<file path="src/hw/rtl/time_window_smallest_three_unit_assert.svh">
// assertion macros for the time window smallest three unit
// TWSS_ASSERT_SAME: consequent checked in the same cycle as the antecedent
// TWSS_ASSERT_NEXT: consequent checked in the cycle after the antecedent
`ifndef TIME_WINDOW_SMALLEST_THREE_UNIT_ASSERT_SVH
`define TIME_WINDOW_SMALLEST_THREE_UNIT_ASSERT_SVH
`ifndef SYNTHESIS
`define TWSS_ASSERT_SAME(lbl, clk_s, rstn_s, ante, cons, msg) \
  lbl: assert property (@(posedge clk_s) disable iff (!(rstn_s)) (ante) |-> (cons)) \
    else $error(msg);
`define TWSS_ASSERT_NEXT(lbl, clk_s, rstn_s, ante, cons, msg) \
  lbl: assert property (@(posedge clk_s) disable iff (!(rstn_s)) (ante) |=> (cons)) \
    else $error(msg);
`else
`define TWSS_ASSERT_SAME(lbl, clk_s, rstn_s, ante, cons, msg)
`define TWSS_ASSERT_NEXT(lbl, clk_s, rstn_s, ante, cons, msg)
`endif
`endif

</file>
<file path="src/hw/rtl/twss_pkg.sv">
`timescale 1ns / 1ps
package twss_pkg;

  // ring depth default
  localparam int DEPTH_DEF = 256;

  // operation codes
  localparam logic [1:0] FUNC_APPEND = 2'd0;
  localparam logic [1:0] FUNC_DROP   = 2'd1;
  localparam logic [1:0] FUNC_QUERY  = 2'd2;

  // field widths
  localparam int TIME_W  = 48;
  localparam int SIZE_W  = 16;
  localparam int AVG_W   = 24;
  localparam int HELD_W  = 8;
  localparam int SUM_W   = SIZE_W + 2;
  localparam int FRAC_W  = 8;

  // divide by three as multiply by reciprocal, exact for operands below 2^32
  localparam int          RECIP3_W     = 32;
  localparam logic [31:0] RECIP3       = 32'hAAAA_AAAB;
  localparam int          RECIP3_SHIFT = 33;
  localparam int          PROD_W       = SUM_W + FRAC_W + RECIP3_W;

  // largest size, start value of the running minima
  localparam logic [SIZE_W-1:0] SIZE_MAX = 16'hFFFF;

  // input beat
  typedef struct packed {
    logic [1:0]        func;
    logic [TIME_W-1:0] timestamp;
    logic [SIZE_W-1:0] packet_size;
  } in_item_t;

  // result beat
  typedef struct packed {
    logic [AVG_W-1:0]  average_q8;
    logic              enough_packets;
    logic [HELD_W-1:0] held_count;
    logic              overflow;
  } out_item_t;

  // controller states
  typedef enum logic [3:0] {
    ST_IDLE,
    ST_APPEND,
    ST_DROP_RD,
    ST_DROP_CMP,
    ST_Q_INIT,
    ST_Q_RUN,
    ST_Q_DRAIN,
    ST_Q_SUM,
    ST_Q_MUL,
    ST_DONE
  } state_t;

  // controller to datapath
  typedef struct packed {
    logic load;
    logic append;
    logic drop_rd;
    logic drop_step;
    logic q_init;
    logic q_issue;
    logic sum_en;
    logic mul_en;
  } cmd_t;

  // datapath to controller
  typedef struct packed {
    logic drop_go;
    logic enough;
    logic last_issue;
  } stat_t;

endpackage

</file>
<file path="src/hw/rtl/twss_ctrl.sv">
`timescale 1ns / 1ps
module twss_ctrl (
  input  logic              clk,
  input  logic              rst_n,
  input  logic              start,
  input  logic [1:0]        in_func,
  input  twss_pkg::stat_t   stat,
  output twss_pkg::cmd_t    cmd,
  output logic              busy,
  output logic              out_valid
);

  twss_pkg::state_t state_r, state_nxt;

  // state register
  always_ff @(posedge clk) begin
    if (!rst_n) begin
      state_r <= twss_pkg::ST_IDLE;
    end else begin
      state_r <= state_nxt;
    end
  end

  // next state
  always_comb begin
    state_nxt = state_r;
    case (state_r)
      twss_pkg::ST_IDLE: begin
        if (start) begin
          case (in_func)
            twss_pkg::FUNC_APPEND: state_nxt = twss_pkg::ST_APPEND;
            twss_pkg::FUNC_DROP:   state_nxt = twss_pkg::ST_DROP_RD;
            twss_pkg::FUNC_QUERY:  state_nxt = twss_pkg::ST_Q_INIT;
            default:               state_nxt = twss_pkg::ST_DONE;
          endcase
        end
      end
      twss_pkg::ST_APPEND:   state_nxt = twss_pkg::ST_DONE;
      twss_pkg::ST_DROP_RD:  state_nxt = twss_pkg::ST_DROP_CMP;
      twss_pkg::ST_DROP_CMP: begin
        if (!stat.drop_go) begin
          state_nxt = twss_pkg::ST_DONE;
        end
      end
      twss_pkg::ST_Q_INIT: begin
        state_nxt = stat.enough ? twss_pkg::ST_Q_RUN : twss_pkg::ST_DONE;
      end
      twss_pkg::ST_Q_RUN: begin
        if (stat.last_issue) begin
          state_nxt = twss_pkg::ST_Q_DRAIN;
        end
      end
      twss_pkg::ST_Q_DRAIN:  state_nxt = twss_pkg::ST_Q_SUM;
      twss_pkg::ST_Q_SUM:    state_nxt = twss_pkg::ST_Q_MUL;
      twss_pkg::ST_Q_MUL:    state_nxt = twss_pkg::ST_DONE;
      twss_pkg::ST_DONE:     state_nxt = twss_pkg::ST_IDLE;
      default:               state_nxt = twss_pkg::ST_IDLE;
    endcase
  end

  // commands and handshake outputs
  always_comb begin
    cmd       = '0;
    busy      = 1'b1;
    out_valid = 1'b0;
    case (state_r)
      twss_pkg::ST_IDLE: begin
        busy     = 1'b0;
        cmd.load = start;
      end
      twss_pkg::ST_APPEND:   cmd.append    = 1'b1;
      twss_pkg::ST_DROP_RD:  cmd.drop_rd   = 1'b1;
      twss_pkg::ST_DROP_CMP: cmd.drop_step = stat.drop_go;
      twss_pkg::ST_Q_INIT:   cmd.q_init    = stat.enough;
      twss_pkg::ST_Q_RUN:    cmd.q_issue   = 1'b1;
      twss_pkg::ST_Q_DRAIN:  cmd           = '0;
      twss_pkg::ST_Q_SUM:    cmd.sum_en    = 1'b1;
      twss_pkg::ST_Q_MUL:    cmd.mul_en    = 1'b1;
      twss_pkg::ST_DONE:     out_valid     = 1'b1;
      default:               cmd           = '0;
    endcase
  end

endmodule

</file>
<file path="config.mk">
export PLATFORM = sky130hd
export DESIGN_NAME = twss_ctrl
export DESIGN_NICKNAME = d
export VERILOG_FILES = /design/src/hw/rtl/time_window_smallest_three_unit_assert.svh /design/src/hw/rtl/twss_pkg.sv /design/src/hw/rtl/twss_ctrl.sv
export SDC_FILE = /design/constraint.sdc
export NUM_CORES = 1
export LEC_CHECK = 0
export ABC_AREA = 1
export BUFFER_PORTS_ARGS = -buffer_cell sky130_fd_sc_hd__buf_2
export CAP_MARGIN = 20
export CORE_AREA = 4 4 41 43
export CTS_BUF_LIST = sky130_fd_sc_hd__clkbuf_4
export DETAILED_ROUTE_END_ITERATION = 8
export DIE_AREA = 0 0 45 47
export GPL_ROUTABILITY_DRIVEN = 0
export MAX_ROUTING_LAYER = met4
export REMOVE_ABC_BUFFERS = 1
export SLEW_MARGIN = 20
export SYNTH_ARGS = -nofsm -noshare
export SYNTH_HDL_FRONTEND = slang
export SYNTH_SLANG_ARGS = --single-unit
</file>
<file path="constraint.sdc">
create_clock -name clk -period 3 [get_ports clk]
set_input_delay 0.3 -clock clk [delete_from_list [all_inputs] [get_ports clk]]
set_output_delay 0.3 -clock clk [all_outputs]
set_load 0.05 [all_outputs]
</file>
==> results.sh, run 1 <==
export IMPL_status="finished, final reports clean"
export IMPL_cts_resized=0
export IMPL_crit_buf_inv=3
export IMPL_min_period_ps=1695
export IMPL_drcViolationCount=0
export IMPL_r2r_start="state_r[0]$_SDFFE_PN0P_"
export IMPL_finalHoldViolCount=0
export IMPL_routed_via_density=4.495
export IMPL_vias=481
export IMPL_grt_pass1_vias=413
export IMPL_synth_common_cells="nand2_1, inv_1, nor2_1, dfxtp_1, nand3_1"
export IMPL_drv_cap=0
export IMPL_cts_hold_buf=0
export IMPL_clkSinkCount=4
export IMPL_core_area_um2=1301
export IMPL_yosysMostFrequentCell="nand2_1"
export IMPL_clock_root_buffer="clkbuf_4"
export IMPL_syn_inst=72
export IMPL_cts_buffers=3
export IMPL_reg2reg_depth=6
export IMPL_area_delta_synth_final_pct=30.42
export IMPL_cp_arrival_ps=1390
export IMPL_cp_num_cells=6
export IMPL_fin_cells=107
export IMPL_cts_setup_buffers=0
export IMPL_first_iter_violations=4
export IMPL_fill_cells=156
export IMPL_slowest_delay_ps=340
export IMPL_slew_viol_final=0
export IMPL_clk_insertion_delay_late_ps=230
export IMPL_synth_async_reset_ratio_pct=0
export IMPL_worst_setup_path_type="reg2out"
export IMPL_final_nets=105
export IMPL_finalWirelength_um=986
export IMPL_crit_required_ps=2700
export IMPL_synth_cell_types=17
export IMPL_p_per_area_nw_per_um2=962.0
export IMPL_rows=13
export IMPL_synth_area_um2=415.4
export IMPL_finalSetupViolCount=0
export IMPL_antennaDiodeCount=0
export IMPL_syn_area_per_cell_um2=5.769
export IMPL_min_path_type="in2reg"
export IMPL_start_util_pct=31.92
export IMPL_worstPathMaxFanout=5
export IMPL_fin_ws_ps=1305
export IMPL_io_pin_count=18
export IMPL_timing_fmax_mhz=590.1
export IMPL_ys_flop_type="dfxtp_1"
export IMPL_grt_max_degree=7
export IMPL_place_hpwl_um=817.7
export IMPL_cp_endpoint="cmd[7]"
export IMPL_drive_above_1_share_pct=31.52
export IMPL_largest_reg_flops=4
export IMPL_power_w=0.0005212
export IMPL_yosys_top_cells_area="dfxtp_1, nand2_1, inv_1"
export IMPL_track_usage_pct=11.36
export IMPL_rsz0062_at_grt="no"
export IMPL_yosys_area_top_type="dfxtp_1"
export IMPL_die_h_um=47
export IMPL_crit_start="state_r[1]$_SDFFE_PN0P_"
export IMPL_setup_tns_ps=0
export IMPL_wl_per_cell_um=9.215
export IMPL_pre_cts_slack_ps=1563
export IMPL_netlist_area_leader_share_pct=19.28
export IMPL_cts_buffer_depth=2
export IMPL_synth_seq_cells=4
export IMPL_reg2reg_slack_ps=1820
export IMPL_skew_ps=1.794
export IMPL_critPathLaunchType="flip-flop"
export IMPL_tritoncts="built"
export IMPL_whs_path_depth=3
export IMPL_tightestPinTransition_ps=282.6
export IMPL_p_leak_nw=0.3574
export IMPL_synth_edf_count=0
export IMPL_ir_worst_vdd_mv=0.3257
export IMPL_ys_seq_area_share_pct=19.28
export IMPL_r2r_end="state_r[0]$_SDFFE_PN0P_"
export IMPL_die_width_um=45
export IMPL_cp_cell_sequence="inv_1 > nand2_1 > nor2_1 > inv_1 > nor2_1 > buf_2"
export IMPL_regMostFlops="state_r"
export IMPL_port_buffers=17
export IMPL_htreeDepth=1
export IMPL_period_share_pct=56.49
export IMPL_grt_pass1_wl_um=1669
export IMPL_yosysWarningCount=0
export IMPL_utilization_pct=41.63
export IMPL_top_regs="state_r: 4 flops"
export IMPL_post_place_cells=104
export IMPL_antenna_found_initial=0
export IMPL_critical_path_top_delay_family="buffers and inverters"
export IMPL_antenna_left=0
export IMPL_slowest_stage="dfxtp_1"
export IMPL_firstDrtPassIters=4
export IMPL_end_kind="output port"
export IMPL_die_area_um2=2115
export IMPL_slew_headroom_pct=81.09
export IMPL_grt_overflow_total=0
export IMPL_clk_pin_slew_worst_paths_ps=40
-- logic make-up (layout without fill, tap and decap cells) --
family | Yosys count | after routing | share of synthesized area, %
adders and majority gates | 3 | 3 | 9.037
AOI/OAI and AO/OA | 7 | 7 | 10.54
DFF | 4 | 4 | 19.28
and+or+nand+nor | 41 | 41 | 45.78
buffers and inverters | 17 | 37 | 15.36
-- worst reg2reg max path, delay by kind of cell (launching register included) --
kind	cells	cell delay (ps)
AO/OA/AOI/OAI	1	110
AND/OR/NAND/NOR	5	570
flip-flops	1	450
-- metal layers --
layer  share of wire, %  global-route usage (%)  vias up
met5                  0                       -        -
met4                  0                   3.509        0
met3                8.6                   4.981        0
met2                 44                   16.38       16
met1                 48                   14.16      204
li1                   -                       -      261
-- metrics by stage --
stage          cell area [um2]  hold WS [ps]
2_1_floorplan            415.4         468.9
3_3_place_gp             519.2         577.2
3_5_place_dp             519.2         592.4
4_1_cts                  541.8         339.3
5_1_grt                  541.8         365.6
6_report                 541.8         355.3
-- report_power, final --
group / internal (W) / leakage [nW] / switching [W] / total, W
combinational: 0.0000934 / 0.311 / 0.000270 / 0.000363
sequential: 0.0000703 / 0.0328 / 0.0000221 / 0.0000924
clock: 0.0000447 / 0.0138 / 0.0000207 / 0.0000654
-- layout make-up --
type | count | area (um2) | area share [%]
Multi-Input combinational cell | 51 | 271.5 | 50.12
Timing Repair Buffer | 17 | 85.08 | 15.70
Sequential cell | 4 | 80.08 | 14.78
Inverter | 17 | 63.81 | 11.78
Clock buffer | 3 | 22.52 | 4.157
Tap cell | 15 | 18.77 | 3.464
-- cell usage in the layout (no fill, tap or decap), types with 2 or more instances in the layout --
master,count
ha_1,3
nor2_1,12
o21ai_1,2
inv_1,14
buf_2,17
inv_2,3
dfxtp_1,4
nand2_1,18
clkbuf_4,3
nand3_1,4
o211ai_1,2
a21oi_1,2
nor2_2,2
-- worst min path at each step --
stage | from | endpoint | slack [ps]
6_report | rst_n | state_r[3]$_SDFFE_PN0P_ | 360
3_3_place_gp | rst_n | state_r[3]$_SDFFE_PN0P_ | 580
2_1_floorplan | stat[0] | state_r[2]$_SDFFE_PN0P_ | 470
4_1_cts | rst_n | state_r[3]$_SDFFE_PN0P_ | 340
5_1_grt | rst_n | state_r[3]$_SDFFE_PN0P_ | 370
3_5_place_dp | rst_n | state_r[3]$_SDFFE_PN0P_ | 590
Note: power is estimated with default switching activity, not from simulation.
==> inputs of run 2 (changes only) <==
- clock period: 3 -> 1.4 ns (I/O delays scaled with it)
==> run 2 against run 1 <==
Non-clock buffer count increased by 1. Via count up 0.42%. Hold slack worse by 180 ps. Combinational power grew to 2.6 times the previous value. Register-to-register slack got worse by 1500 ps. Flip-flop and latch count stayed put. Setup slack got worse by 1200 ps. Cell count is 0.93% higher. Die area unchanged. Critical path depth fell by 2. Total power grew to 2.5 times the previous value. Clock power increased by 120%. Highest routed layer is now met4.
==> results.sh, run 2 (synthesis gave the netlist of run 1 again) <==
export IMPL_status="finished, final reports clean"
export IMPL_p_seq_share_pct=18.6
export IMPL_antenna_left=0
export IMPL_worst_setup_path_type="reg2out"
export IMPL_drive_above_1_share_pct=45.16
export IMPL_finalHoldViolCount=0
export IMPL_place_hpwl_um=830.9
export IMPL_port_buffers=17
export IMPL_regMostFlops="state_r"
export IMPL_tightestPinTransition_ps=249.1
export IMPL_ir_worst_vdd_mv=0.8518
export IMPL_critPathLaunchType="flip-flop"
export IMPL_reg2reg_depth=7
export IMPL_cts_hold_buf=0
export IMPL_crit_buf_inv=2
export IMPL_track_usage_pct=11.36
export IMPL_antenna_found_initial=0
export IMPL_netSwitchingFraction_pct=56.89
export IMPL_slew_viol_final=0
export IMPL_crit_required_ps=1260
export IMPL_antennaDiodeCount=0
export IMPL_rsz0062_at_grt="no"
export IMPL_grt_max_degree=7
export IMPL_whs_path_depth=3
export IMPL_clk_pin_slew_worst_paths_ps=40
export IMPL_p_switching_w=0.0007505
export IMPL_first_iter_violations=3
export IMPL_power_share_clock_pct=10.9
export IMPL_critical_path_top_delay_family="flip-flops"
export IMPL_vias=483
export IMPL_cts_buffers=3
export IMPL_cp_num_cells=4
export IMPL_firstDrtPassIters=4
export IMPL_drcViolationCount=0
export IMPL_grt_pass1_wl_um=1656
export IMPL_skew_ps=4.503
export IMPL_share_comb_of_total_power_pct=70.5
export IMPL_end_kind="output port"
export IMPL_grt_pass1_vias=422
export IMPL_finalWirelength_um=1033
export IMPL_worstPathMaxFanout=4
export IMPL_clkSinkCount=4
export IMPL_area_delta_synth_final_pct=48.80
export IMPL_tritoncts="built"
export IMPL_clock_root_buffer="clkbuf_4"
export IMPL_rows=13
export IMPL_mostFrequentLayoutCell="nand2_1"
export IMPL_htreeDepth=1
export IMPL_min_path_type="in2reg"
export IMPL_utilization_pct=47.50
export IMPL_wl_per_cell_um=9.565
export IMPL_slowest_delay_ps=370
export IMPL_drv_cap=0
export IMPL_core_area_um2=1301
export IMPL_routed_via_density=4.472
export IMPL_top_regs="state_r: 4 flops"
export IMPL_power_w=0.001319
export IMPL_die_width_um=45
export IMPL_slew_headroom_pct=83.51
export IMPL_io_pin_count=18
export IMPL_p_per_area_nw_per_um2=2134
export IMPL_timing_fmax_mhz=766.9
export IMPL_die_area_um2=2115
export IMPL_clk_insertion_delay_late_ps=240
export IMPL_die_h_um=47
export IMPL_min_period_ps=1304
export IMPL_final_nets=106
export IMPL_cp_cell_sequence="nor2_4 > nand3_2 > inv_1 > clkbuf_4"
export IMPL_setup_tns_ps=0
export IMPL_cp_arrival_ps=1160
export IMPL_period_share_pct=93.14
export IMPL_slowest_stage="dfxtp_4"
export IMPL_p_leak_nw=0.3739
export IMPL_largest_reg_flops=4
export IMPL_finalSetupViolCount=0
export IMPL_layout_common_cells="nand2_1, inv_1, buf_2"
export IMPL_start_util_pct=31.92
export IMPL_cts_buffer_depth=2
export IMPL_internal_power_w=0.0005688
export IMPL_grt_overflow_total=0
## run 2: changes by cell type in the layout (fill, tap and decap cells not counted), sizes merged
cell and delta:
buf -1, clkbuf +2
## run 2: worst reg2reg max path: stages, from the launching register on
cell,delay (ps)
dfxtp_2,370
inv_2,70
nand2_2,120
inv_1,50
o21ai_1,180
nand2_1,80
nand2_1,60
a21oi_1,50
## run 2: power by group through the flow
stage | Clock [W] | Combinational [W] | Sequential [W]
CTS | 0.000150 | 0.000860 | 0.000205
global placement | 0 | 0.000783 | 0.000201
floorplan | 0 | 0.000632 | 0.000190
finish | 0.000144 | 0.000931 | 0.000245
detailed placement | 0 | 0.000782 | 0.000200
global route | 0.000158 | 0.00102 | 0.000251
## run 2: area by class of cell
cell class | instances | area, um2
Tap cell | 15 | 18.77
Inverter | 17 | 71.32
Fill cell | 151 | 683.2
Clock buffer | 3 | 22.52
Sequential cell | 4 | 90.09
Timing Repair Buffer | 18 | 108.9
Multi-Input combinational cell | 51 | 306.5
## run 2: final timing paths
kind	slack (ps)	end	start
worst max-delay path	100	cmd[4]	state_r[3]$_SDFFE_PN0P_
worst min-delay path	180	state_r[3]$_SDFFE_PN0P_	rst_n
worst max register to register	290	state_r[2]$_SDFFE_PN0P_	state_r[1]$_SDFFE_PN0P_
worst min register to register	650	state_r[1]$_SDFFE_PN0P_	state_r[2]$_SDFFE_PN0P_
## run 2: timing repair
item / in CTS / in global routing
endpoints found under the hold margin: 0 / 0
setup endpoints to repair: 4 / 7
pin swaps: 1 / 1
gates resized for setup: 9 / 18
buffers inserted: 1 / 0
## run 2: stage by stage
| stage | instance area, um2 | instances | setup WS [ps] | hold slack (ps) |
|---|---|---|---|---|
| 6_report | 618.1 | 108 | 96.00 | 176.8 |
| 3_3_place_gp | 519.2 | 104 | 123.8 | 417.2 |
| 3_5_place_dp | 519.2 | 104 | 118.4 | 426.5 |
| 5_1_grt | 618.1 | 108 | 7.016 | 203.2 |
| 2_1_floorplan | 415.4 | 72 | -357.5 | 308.9 |
| 4_1_cts | 569.3 | 108 | 12.10 | 179.3 |
## run 2: per-layer routing
layer	part of all wire [%]	track usage [%]
met2	46	17.51
met1	47	13.47
met5	0	-
met4	1.5	7.018
met3	4.5	2.299
==> inputs of run 3 (changes only) <==
- ABC_AREA: 1 -> unset
- RECOVER_POWER: unset -> 25
==> run 3 against run 2 <==
Largest cell class unchanged. Total power up 33%. Non-clock buffer count up 10. Largest power group unchanged. Clock power about the same. First-iteration DRC count up 130%. Critical path depth unchanged. Die area unchanged. Fmax down 5.0%. Combinational power up 45%. Hold slack worse by 1.2 ps. Flip-flop and latch count unchanged. Via count up 7.7%. Register-to-register slack worse by 190 ps.
==> results.sh, run 3 <==
export IMPL_antenna_found_initial=0
export IMPL_cp_arrival_ps=1230
export IMPL_grt_pass1_wl_um=1911
export IMPL_regArea_um2=90.09
export IMPL_synth_async_reset_ratio_pct=0
export IMPL_netlist_area_leader_share_pct=18.99
export IMPL_synth_seq_cells=4
export IMPL_cp_common_cell="buf_8"
export IMPL_rsz0062_at_grt="yes"
export IMPL_antenna_left=0
export IMPL_yosysWarningCount=0
export IMPL_htreeDepth=1
export IMPL_p_leak_nw=0.3566
export IMPL_yosys_top_cells_area="dfxtp_1, ha_1, and3_1"
export IMPL_post_place_cells=93
export IMPL_final_nets=97
export IMPL_top_regs="state_r: 4 flops"
export IMPL_port_buffers=17
export IMPL_ir_worst_vdd_mv=1.714
export IMPL_reg2reg_depth=4
export IMPL_status="finished, final reports clean"
export IMPL_crit_buf_inv=2
export IMPL_synth_cell_types=30
export IMPL_die_area_um2=2115
export IMPL_cts_hold_buf=0
export IMPL_syn_area_per_cell_um2=7.397
export IMPL_min_to="state_r[3]$_SDFFE_PN0P_"
export IMPL_clk_pin_slew_worst_paths_ps=40
export IMPL_finalHoldViolCount=0
export IMPL_setup_tns_ps=0
export IMPL_drv_cap=0
export IMPL_die_h_um=47
export IMPL_power_w=0.001754
export IMPL_place_hpwl_um=872
export IMPL_io_pin_count=18
export IMPL_mostFrequentLayoutCell="buf_4"
export IMPL_finalWirelength_um=1286
export IMPL_layout_common_cells="buf_4, buf_2"
export IMPL_largest_reg_flops=4
export IMPL_yosys_area_top_type="dfxtp_1"
export IMPL_clk_insertion_delay_late_ps=240
export IMPL_grt_overflow_total=0
export IMPL_critPathLaunchType="flip-flop"
export IMPL_whs_path_depth=3
export IMPL_firstDrtPassIters=4
export IMPL_multi_input_area_um2=384.1
export IMPL_clock_root_buffer="clkbuf_4"
export IMPL_syn_inst=57
export IMPL_regMostFlops="state_r"
export IMPL_min_period_ps=1373
export IMPL_die_width_um=45
export IMPL_fin_cells=99
export IMPL_synth_area_um2=421.7
export IMPL_finalSetupViolCount=0
export IMPL_worst_setup_path_type="reg2out"
export IMPL_ys_flop_type="dfxtp_1"
export IMPL_grt_max_degree=10
export IMPL_min_path_type="in2reg"
export IMPL_r2r_start="state_r[1]$_SDFFE_PN0P_"
export IMPL_yosysMostFrequentCell="nor2_1"
export IMPL_ys_seq_area_share_pct=18.99
export IMPL_period_share_pct=98.06
export IMPL_routed_via_density=5.253
export IMPL_skew_ps=4.344
export IMPL_wl_per_cell_um=12.99
export IMPL_critical_path_top_delay_family="flip-flops"
export IMPL_grt_pass1_vias=480
export IMPL_worstHoldStart="rst_n"
export IMPL_synth_edf_count=0
export IMPL_start_util_pct=32.40
export IMPL_tightestPinTransition_ps=258.5
export IMPL_drive_above_1_share_pct=54.76
export IMPL_clkSinkCount=4
export IMPL_p_per_area_nw_per_um2=2313
export IMPL_area_delta_synth_final_pct=79.82
export IMPL_crit_required_ps=1260
export IMPL_synth_common_cells="nor2_1, and3_1, dfxtp_1, nand2_1"
export IMPL_r2r_end="state_r[3]$_SDFFE_PN0P_"
export IMPL_cts_buffers=3
export IMPL_tritoncts="built"
export IMPL_rows=13
export IMPL_core_area_um2=1301
export IMPL_reg2reg_slack_ps=100
export IMPL_fill_cells=129
export IMPL_slowest_stage="dfxtp_4"
export IMPL_cts_buffer_depth=2
export IMPL_vias=520
export IMPL_worstPathMaxFanout=6
export IMPL_slowest_delay_ps=360
export IMPL_track_usage_pct=12.83
export IMPL_slew_viol_final=0
export IMPL_first_iter_violations=7
export IMPL_cp_cell_sequence="buf_8 > nor2_4 > and3_4 > buf_8"
export IMPL_antennaDiodeCount=0
export IMPL_end_kind="output port"
export IMPL_slew_headroom_pct=82.73
export IMPL_timing_fmax_mhz=728.4
export IMPL_drcViolationCount=0
run 3: cell types whose count changed after synthesis, moves of 3 or more:
cell and delta:
nand2b_1 +3, nand2_1 -14, and3_1 +4, inv_2 -3
inv_1 -12, nor2_1 -7
run 3: cell families (layout without fill, tap and decap cells):
kind of cell	after synthesis	after routing	share of synthesized area, %
flip-flops	4	4	18.99
AO/OA/AOI/OAI	13	13	22.26
AND/OR/NAND/NOR	31	31	43.03
buffers and inverters	6	33	6.825
adder cells (fa/ha/maj)	3	3	8.903
run 3: through the flow:
step | hold slack [ps] | worst slack, ps | instance area (um2) | utilization (%)
floorplan | 272.9 | -1053 | 400.4 | -
global placement | 417.2 | 90.77 | 564.3 | 43.37
detailed placement | 424.8 | 66.39 | 564.3 | 43.37
CTS | 173.7 | -1.837 | 688.2 | 52.88
global route | 179.0 | -32.35 | 758.2 | 58.27
finish | 175.7 | 27.21 | 758.2 | 58.27
run 3: worst max-delay path by stage:
| stage | depth (start not counted) | to | from |
|---|---|---|---|
| 2_1_floorplan | 2 | cmd[3] | state_r[2]$_SDFFE_PN0P_ |
| 3_3_place_gp | 5 | state_r[2]$_SDFFE_PN0P_ | state_r[1]$_SDFFE_PN0P_ |
| 3_5_place_dp | 5 | state_r[2]$_SDFFE_PN0P_ | state_r[1]$_SDFFE_PN0P_ |
| 4_1_cts | 4 | cmd[0] | state_r[2]$_SDFFE_PN0P_ |
| 5_1_grt | 4 | cmd[7] | state_r[2]$_SDFFE_PN0P_ |
| 6_report | 4 | out_valid | state_r[2]$_SDFFE_PN0P_ |
run 3: worst reg2reg max path: stages (launching register included):
cell and delay, ps:
dfxtp_4 360, buf_6 120, or3_1 340, a21o_1 180, a221oi_2 210
run 3: cell type report:
| class | instances | share of cell area, % |
|---|---|---|
| clock buffers | 3 | 2.970 |
| flip-flops and latches | 4 | 11.88 |
| repair buffers | 28 | 31.02 |
| well taps | 15 | 2.475 |
| inverters | 2 | 0.9901 |
| multi-input cells | 47 | 50.66 |
run 3: timing repair:
item                                    CTS  global route
hold endpoints to repair                  0             0
pin swaps                                 2             7
endpoints found under the setup margin    9            11
gates resized for setup                  28            14
buffers inserted                          1             2
run 3: where the power goes:
part           switching (W)  total (W)  internal (W)
logic               0.000746    0.00135      0.000602
registers          0.0000860   0.000262      0.000176
clock network      0.0000480   0.000144     0.0000960
run 3: routing by layer:
| layer | track usage, % | wire length [um] |
|---|---|---|
| met2 | 22.03 | 678 |
| met1 | 13.93 | 515 |
| met3 | 6.130 | 92 |
| met4 | 1.170 | 0 |
| met5 | - | 0 |
